`src/rtl/brlsq_pkg.sv`:
```
// shared types and constants of the beeper run-length sample queue
// no dependencies; imported by every module of the block
package brlsq_pkg;

  localparam int RING_DEPTH = 8192;
  localparam int IDX_W      = $clog2(RING_DEPTH);
  localparam int CNT_W      = $clog2(RING_DEPTH + 1);
  localparam int ACC_W      = 24;
  localparam int PER_W      = 16;
  localparam int THR_W      = 8;
  localparam int VOL_W      = 8;
  localparam int RUN_W      = 16;
  localparam int ELAP_W     = 12;
  localparam int DIV_STEPS  = ACC_W;
  localparam int DCNT_W     = $clog2(DIV_STEPS);

  localparam logic [PER_W-1:0] TPS_RST    = 16'd40570;
  localparam logic [THR_W-1:0] THR_RST    = 8'd80;
  localparam logic [VOL_W-1:0] VOL_RST    = 8'd128;
  localparam logic [RUN_W-1:0] PREBUF_RST = 16'd4000;

  typedef enum logic [1:0] {
    CFG_TPS    = 2'd0,
    CFG_THR    = 2'd1,
    CFG_VOL    = 2'd2,
    CFG_PREBUF = 2'd3
  } cfg_idx_t;

  typedef enum logic [2:0] {
    ST_ACCUM   = 3'd0,
    ST_QUEUED  = 3'd1,
    ST_DROPPED = 3'd2,
    ST_SAMPLE  = 3'd3,
    ST_SILENCE = 3'd4
  } res_status_t;

  typedef enum logic [3:0] {
    S_IDLE,
    S_ADD,
    S_CMP,
    S_DIV,
    S_CHK,
    S_SUB,
    S_PULL_RD,
    S_PULL_WR,
    S_OUT
  } ctrl_state_t;

  typedef struct packed {
    logic              func;
    logic [ELAP_W-1:0] elapsed_tstates;
    logic              speaker_level;
    logic              pull_last;
  } in_word_t;

  typedef struct packed {
    logic [VOL_W-1:0] sample_value;
    logic [2:0]       status;
    logic [RUN_W-1:0] run_samples;
  } out_word_t;

  typedef struct packed {
    logic load_in;
    logic acc_add;
    logic res_accum;
    logic div_init;
    logic div_step;
    logic mul;
    logic commit_adv;
    logic pull_silence;
    logic pull_rd;
    logic pull_commit;
    logic out_load;
  } dp_cmd_t;

  typedef struct packed {
    logic below_limit;
    logic div_last;
    logic quot_zero;
    logic pull_empty;
    logic out_free;
  } dp_stat_t;

endpackage

```
`src/rtl/brlsq_ctrl.sv`:
```
// sequencing state machine of the beeper run-length sample queue
// depends on brlsq_pkg; drives datapath commands from datapath status
module brlsq_ctrl
  import brlsq_pkg::*;
(
  input  logic     clk,
  input  logic     rst_n,
  input  logic     in_valid,
  input  logic     in_func,
  output logic     in_stall,
  input  dp_stat_t stat,
  output dp_cmd_t  cmd
);

  ctrl_state_t state_r, state_nxt;

  always_ff @(posedge clk) begin
    if (!rst_n) begin
      state_r <= S_IDLE;
    end else begin
      state_r <= state_nxt;
    end
  end

  always_comb begin
    state_nxt = state_r;
    unique case (state_r)
      S_IDLE: begin
        if (in_valid) begin
          state_nxt = in_func ? S_PULL_RD : S_ADD;
        end
      end
      S_ADD:     state_nxt = S_CMP;
      S_CMP:     state_nxt = stat.below_limit ? S_OUT : S_DIV;
      S_DIV: begin
        if (stat.div_last) begin
          state_nxt = S_CHK;
        end
      end
      S_CHK:     state_nxt = stat.quot_zero ? S_OUT : S_SUB;
      S_SUB:     state_nxt = S_OUT;
      S_PULL_RD: state_nxt = stat.pull_empty ? S_OUT : S_PULL_WR;
      S_PULL_WR: state_nxt = S_OUT;
      S_OUT: begin
        if (stat.out_free) begin
          state_nxt = S_IDLE;
        end
      end
      default:   state_nxt = S_IDLE;
    endcase
  end

  always_comb begin
    cmd      = '0;
    in_stall = 1'b1;
    unique case (state_r)
      S_IDLE: begin
        in_stall    = 1'b0;
        cmd.load_in = in_valid;
      end
      S_ADD: cmd.acc_add = 1'b1;
      S_CMP: begin
        cmd.res_accum = stat.below_limit;
        cmd.div_init  = !stat.below_limit;
      end
      S_DIV: cmd.div_step = 1'b1;
      S_CHK: begin
        cmd.res_accum = stat.quot_zero;
        cmd.mul       = !stat.quot_zero;
      end
      S_SUB: cmd.commit_adv = 1'b1;
      S_PULL_RD: begin
        cmd.pull_silence = stat.pull_empty;
        cmd.pull_rd      = !stat.pull_empty;
      end
      S_PULL_WR: cmd.pull_commit = 1'b1;
      S_OUT: cmd.out_load = stat.out_free;
      default: ;
    endcase
  end

endmodule

```
`config.mk`:
```
export PLATFORM = sky130hd
export DESIGN_NAME = brlsq_ctrl
export DESIGN_NICKNAME = d
export VERILOG_FILES = /design/src/rtl/brlsq_pkg.sv /design/src/rtl/brlsq_ctrl.sv
export SDC_FILE = /design/constraint.sdc
export NUM_CORES = 1
export LEC_CHECK = 0
export BUFFER_PORTS_ARGS = -buffer_cell sky130_fd_sc_hd__buf_2
export CORE_AREA = 2 2 39 41
export DETAILED_ROUTE_END_ITERATION = 10
export DIE_AREA = 0 0 41 43
export GPL_ROUTABILITY_DRIVEN = 0
export PLACE_DENSITY = 0.56
export SETUP_SLACK_MARGIN = 0.1
export SYNTH_ARGS = -nofsm -noshare
export SYNTH_HDL_FRONTEND = slang
export SYNTH_SLANG_ARGS = --single-unit
```
`constraint.sdc`:
```
create_clock -name clk -period 3.35 [get_ports clk]
set_clock_uncertainty 0.2 [all_clocks]
set_input_delay 0.1675 -clock clk [delete_from_list [all_inputs] [get_ports clk]]
set_output_delay 0.1675 -clock clk [all_outputs]
set_load 0.01 [all_outputs]
```
# ---- Word-level counts from Yosys, hierarchy flattened
# Cells that the tools add are included.
dict set report totals {
  register_bits 4
  inputBits 9
  out_inout_bits 12
  elab_cells 37
}
dict set report op_classes {
  eq_ne 11
  mux 19
  reduce_logical 6
}
# op count
set ops {}
lappend ops {{one-hot mux 4 bit (8 select lines)} 1}
lappend ops {{2-to-1 mux 4 bit} 6}
lappend ops {{== test 4 x 3 -> 1 bit, second input constant} 4}
lappend ops {{2-to-1 mux 1 bit} 9}
lappend ops {{== test 4 x 2 -> 1 bit, second input constant} 2}
lappend ops {{!= test 2 bit, second input constant} 3}
lappend ops {{== test 4 x 1 -> 1 bit, second input constant} 1}
lappend ops {{== test 4 bit, second input constant} 1}
lappend ops {{logical NOT 4 bit} 1}
lappend ops {{logical NOT 1 bit} 3}
lappend ops {{2-to-1 mux 3 bit} 1}
lappend ops {{AND reduction 3 bit} 1}
lappend ops {{2-to-1 mux 2 bit} 1}
lappend ops {{one-hot mux 1 bit (2 select lines)} 1}
lappend ops {{OR reduction 2 bit} 1}

# ---- Logic depth before layout (Yosys ltp)
# Gate-level depths: netlist of the first run.
dict set report depth {
  depth_word 3
  depth_mapped 4
  mapped_depth_nobuf 3
}

# ---- Least setup slack after synthesis of the first run
# OpenSTA, ideal clock, no wires.
dict set report synth_timing {
  path_type {flip-flop to flip-flop}
  from {register state_r[1]}
  to {register state_r[0]}
  setup_ps 70
  arrival_time_ps 1421
  t_required_ps 3080
  setup_slack_ps 1659
  path_stages_with_launch 4
  path_buffers 0
  path_cell_list {dfxtp_1 -> mux4_2 -> or4b_1 -> a21boi_1}
}
dict set report synth_via {
  elab_chain_cells 3
}
# item line_no
set synth_rtl {}
lappend synth_rtl {{start: declaration} brlsq_ctrl.sv:15} ;# ctrl_state_t state_r, state_nxt;
lappend synth_rtl {{start signal: assignment} brlsq_ctrl.sv:21} ;# state_r <= state_nxt;
lappend synth_rtl {{== test 4 x 3 -> 1 bit, or another cell as far along} brlsq_ctrl.sv:27} ;# unique case (state_r)
lappend synth_rtl {{OR reduction 2 bit (no line) or != test 2 bit (tied branches)} n/a}
lappend synth_rtl {{one-hot mux 4 bit (8 select lines) or AND reduction 3 bit (tied branches)} n/a}
# Parallel ways exist; a longest one is shown, timed or not.
# A chain may end at the register's enable or synchronous reset.

==> results of run 1 <==
## worst register-to-register path, stage by stage (launching register included)
cell	delay, ns
dfxtp_1	0.55
mux4_2	0.55
or4b_1	0.47
a21boi_1	0.14
## logic make-up (layout without fill, tap and decap cells)
logic type      Yosys count  count (layout)  share of synthesized area (%)
simple gates             27              27                           47.4
buf+inv                  10              30                           10.3
flops                     4               4                           21.2
compound gates            8               8                           15.2
mux                       1               1                           5.96
## final timing paths
| kind | to | from | cells past startpoint |
|---|---|---|---|
| worst min register to register | state_r[2] | state_r[2] | 2 |
| worst min-delay path | state_r[0] | stat[3] | 3 |
| worst max-delay path | cmd[7] | state_r[1] | 4 |
| worst max register to register | state_r[0] | state_r[1] | 3 |
## synth_stat cells
master | count | area share (%)
a21oi_1 | 1 | 1.3
nor2_1 | 5 | 5.0
a41oi_1 | 1 | 2.3
nor4b_1 | 3 | 7.0
o31a_1 | 1 | 2.3
and4b_1 | 1 | 2.6
a21boi_0 | 1 | 2.0
and3b_1 | 1 | 2.3
clkbuf_1 | 3 | 3.0
buf_2 | 1 | 1.3
mux4_2 | 1 | 6.0
nand3b_1 | 3 | 6.0
nand2b_1 | 1 | 1.7
or4_1 | 2 | 4.0
nand3_1 | 2 | 2.6
nand4bb_1 | 1 | 3.0
inv_1 | 6 | 6.0
a31oi_1 | 1 | 1.7
or4b_1 | 1 | 2.6
dfxtp_1 | 4 | 21
or2_2 | 1 | 1.7
o21ai_0 | 1 | 1.3
a21boi_1 | 1 | 2.0
nor3_1 | 1 | 1.3
o2111ai_1 | 1 | 2.3
nor3b_1 | 2 | 4.0
nand2_1 | 2 | 2.0
and3_1 | 1 | 1.7
## where the power goes
| part | switching (mW) | leakage, nW | internal [mW] |
|---|---|---|---|
| clock | 0.0247 | 0.0138 | 0.0404 |
| sequential | 0.0397 | 0.0328 | 0.0617 |
| combinational | 0.0743 | 0.220 | 0.0778 |
## stage by stage
stage                     hold WS (ns)  worst slack, ns  area [um2]
after global placement           0.256             1.42         482
final                           0.0105             1.35         514
after global routing            0.0193             1.20         514
after CTS                      0.00674             1.34         514
after detailed placement         0.245             1.37         482
after floorplan                 0.0954             1.66         378
## final cells by class
| cell class | instances | area [um2] |
|---|---|---|
| Clock buffer | 3 | 22.5 |
| Fill cell | 163 | 870 |
| Inverter | 6 | 22.5 |
| Multi-Input combinational cell | 36 | 259 |
| Sequential cell | 4 | 80.1 |
| Tap cell | 16 | 20.0 |
| Timing Repair Buffer | 21 | 110 |
## per-layer routing
layer | up-vias | share of wire [%]
met1 | 209 | 44
li1 | 226 | -
met3 | 4 | 3.8
met4 | 0 | 2.3
met5 | - | 0
met2 | 10 | 50
==> impl_metrics.json, run 1 <==
{
  "status": "finished, final reports clean",
  "cts_made_buffers": 3,
  "grtUsageMet1_pct": 15.8,
  "min_period_ns": 2.00,
  "setup-tns-final_ns": 0,
  "finalCritPeriodShare_pct": 59.8,
  "top_regs": "state_r (4)",
  "gr-total-overflow": 0,
  "rrSetupSlack_ns": 1.37,
  "syn_avg_cell_area_um2": 7.56,
  "clkSlewWorstSetupHoldPaths_ns": 0.04,
  "start_kind": "flip-flop",
  "wl_per_cell_um": 11.7,
  "utilization_pct": 37.2,
  "final_cells": 86,
  "die_y_um": 43,
  "total_power_mw": 0.318,
  "clk_latency_ns": 0.24,
  "largest_register_ffs": 4,
  "die_w_um": 41,
  "crit_buf_inv": 2,
  "ant_nets": 0,
  "cts_tree": "built",
  "crit_chain": "nand2b_1 -> or4_1 -> inv_1 -> buf_2",
  "drc": 0,
  "fp.dieArea_um2": 1760,
  "maxCapViolCount": 0,
  "cts_buffer_depth": 2,
  "track_usage_pct": 13.3,
  "syn_nets": 59,
  "drive_above_1_share_pct": 35.7,
  "cts_resized": 0,
  "dpl.hpwl_um": 750,
  "cp_data_required_time_ns": 2.98,
  "htreeDepth": 1,
  "antenna_found_initial": 0,
  "rsz0062_at_grt": "false",
  "grtUsageMet3_pct": 3.14,
  "crit_family": "simple AND/OR/NAND/NOR gates",
  "hold_viol_final": 0,
  "largest-register": "state_r",
  "via_count": 449,
  "critPathArrivalTime_ns": 1.64,
  "path_class": "reg -> out",
  "leakagePower_nw": 0.266,
  "cp-end-kind": "primary output",
  "netlist_instances": 50,
  "syn-cell-area_um2": 378,
  "min_path_type": "in -> reg",
  "synthDistinctLibCells": 28,
  "area_delta_synth_final_pct": 36.1,
  "cts_root_buf": "clkbuf_4",
  "vdd_drop_max_mv": 0.163,
  "max_clock_freq_mhz": 499,
  "drtIter0Drc": 8,
  "setup_violations": 0,
  "crit_path_top_delay_cell": "dfxtp_1",
  "clkSinkCount": 4,
  "drt-total-wl_um": 1010,
  "viasPerCell": 5.22,
  "diodes": 0,
  "grt_pass1_wl_um": 1570,
  "layout_common_cells": "buf_2, inv_1, nor2_1",
  "hold_buffers": 1,
  "layout_commonest_cell": "buf_2",
  "cpPeakStageDelay_ns": 0.55,
  "synth-seq-cells": 4,
  "pin_count": 21,
  "dp_cells": 82,
  "path_max_fanout": 13,
  "dr.pass1.iters": 4,
  "initial_utilization_pct": 27.3,
  "nNetsFinal": 81,
  "rows": 14,
  "grt_pass1_vias": 385,
  "postCtsSetupRepairBufs": 0,
  "io_buffer_count": 20,
  "finalMaxSlewViolations": 0,
  "worst_slew_margin_rel_pct": 73.0,
  "ys_seq_area_share_pct": 21.2,
  "yosys_warnings": 0,
  "grt_max_degree": 16,
  "core_area_um2": 1380,
  "grt_busiest_layer": "met2",
  "use_met2_pct": 19.4,
  "tightestPinTransition_ns": 0.405,
  "powerDensity_nw_per_um2": 619
}
Note: power is estimated with default switching activity, not from simulation.
==> run 2: changes to the inputs <==
==> constraint.sdc (replaced) <==
create_clock -name clk -period 2 [get_ports clk]
set_clock_uncertainty 0.2 [all_clocks]
set_input_delay 0.1 -clock clk [delete_from_list [all_inputs] [get_ports clk]]
set_output_delay 0.1 -clock clk [all_outputs]
set_load 0.01 [all_outputs]
==> run 2 against run 1 <==
  * Global-route usage increased by 0.59 points
  * Via count fell by 1.8%
  * Non-clock buffer count up 3
  * Cell count rose by 3.5%
  * Flip-flop and latch count stayed put
  * First-iteration DRC count shrank 63%
  * Critical path depth did not move
  * Critical endpoint unchanged
  * Largest power group unchanged
==> impl_metrics.json, run 2 (synthesis results as in run 1) <==
{
  "rows": 14,
  "powerDensity_nw_per_um2": 1030,
  "finalCritPeriodShare_pct": 90.8,
  "clkSinkCount": 4,
  "viasPerCell": 4.96,
  "drc": 0,
  "rsz0062_at_grt": "false",
  "die_w_um": 41,
  "min_path_type": "in -> reg",
  "leakagePower_nw": 0.282,
  "fp.dieArea_um2": 1760,
  "min_period_ns": 1.82,
  "grt_pass1_vias": 406,
  "drive_above_1_share_pct": 38.4,
  "finalMaxSlewViolations": 0,
  "maxCapViolCount": 0,
  "tightestPinTransition_ns": 0.387,
  "worstHoldPathCells": 3,
  "area_delta_synth_final_pct": 44.0,
  "top_regs": "state_r (4)",
  "cts_made_buffers": 3,
  "place_area_um2": 497,
  "r2r_cells": 3,
  "p_int_mw": 0.323,
  "hold_viol_final": 0,
  "dpl.hpwl_um": 814,
  "design_area_um2": 544,
  "clkSlewWorstSetupHoldPaths_ns": 0.04,
  "worst_slew_margin_rel_pct": 74.2,
  "pwr-share-clk_pct": 18.5,
  "cts_root_buf": "clkbuf_4",
  "cts_buffer_depth": 2,
  "final.setup.worst_slack_ns": 0.184,
  "io_buffer_count": 20,
  "pin_count": 21,
  "path_class": "reg -> out",
  "power_switching_mw": 0.237,
  "critPathArrivalTime_ns": 1.52,
  "setup-tns-final_ns": 0,
  "grt_max_degree": 13,
  "p_comb_share_pct": 54.5,
  "cts_tree": "built",
  "largest_register_ffs": 4,
  "layout_common_cells": "buf_2, inv_1, nor2_1",
  "wl_per_cell_um": 12.2,
  "die_y_um": 43,
  "swShare_pct": 42.3,
  "clk_latency_ns": 0.24,
  "initial_utilization_pct": 27.3,
  "hold_slack_ns": 0.0170,
  "final_cells": 89,
  "htreeDepth": 1,
  "largest-register": "state_r",
  "ant_nets": 0,
  "setup_violations": 0,
  "diodes": 0,
  "gr-total-overflow": 0,
  "drt-total-wl_um": 1090,
  "via_count": 441,
  "start_kind": "flip-flop",
  "p_seq_share_pct": 27.0,
  "cp_data_required_time_ns": 1.70,
  "nNetsFinal": 84,
  "drtIter0Drc": 3,
  "dp_cells": 84,
  "cp-end-kind": "primary output",
  "path_max_fanout": 9,
  "antenna_found_initial": 0,
  "grt_pass1_wl_um": 1660,
  "place_ws_ns": 0.269,
  "status": "finished, final reports clean",
  "core_area_um2": 1380,
  "track_usage_pct": 13.8,
  "layout_commonest_cell": "buf_2",
  "dr.pass1.iters": 4,
  "vdd_drop_max_mv": 0.257,
  "max_clock_freq_mhz": 551
}
==> run 2: final timing paths <==
path	startpoint	endpoint	slack (ns)
max reg2reg	state_r[1]	state_r[0]	0.29
max	state_r[2]	cmd[7]	0.18
min reg2reg	state_r[2]	state_r[2]	0.45
min	stat[4]	state_r[1]	0.02
==> run 2: timing repair <==
action / 4_1_cts / 5_1_grt
hold endpoints to repair: 4 / 0
gates resized for setup: 0 / 2
hold buffers: 2 / 0
buffers inserted: 0 / 0
endpoints found under the setup margin: 0 / 1
==> run 2: metal layers <==
layer / share of wire, % / GRT usage [%]
met5: 0 / 0
met4: 1.3 / 6.00
met3: 3.5 / 3.14
met2: 52 / 22.2
met1: 43 / 16.7
==> run 2: stage by stage <==
step / total power [mW] / util [%]
global route: 0.609 / 39.3
global placement: 0.443 / 35.9
detailed placement: 0.448 / 35.9
floorplan: 0.344 / -
finish: 0.560 / 39.3
CTS: 0.559 / 39.0
==> run 2: area by class of cell <==
type / count / area (um2)
Multi-Input combinational cell: 36 / 259
Sequential cell: 4 / 81.3
Fill cell: 158 / 840
Tap cell: 16 / 20.0
Timing Repair Buffer: 24 / 139
Clock buffer: 3 / 22.5
Inverter: 6 / 22.5
==> run 2: worst max-delay path, cell delays in order, from the launching register on <==
cell and delay, ns:
dfxtp_1 0.37, buf_4 0.19, or4_1 0.54, inv_1 0.07, buf_2 0.12
==> run 2: power by group through the flow <==
stage	Combinational [mW]	Clock [mW]	Sequential, mW
2_1_floorplan	0.225	0	0.119
3_3_place_gp	0.296	0	0.147
3_5_place_dp	0.299	0	0.149
4_1_cts	0.304	0.107	0.148
5_1_grt	0.341	0.112	0.156
6_report	0.305	0.104	0.151
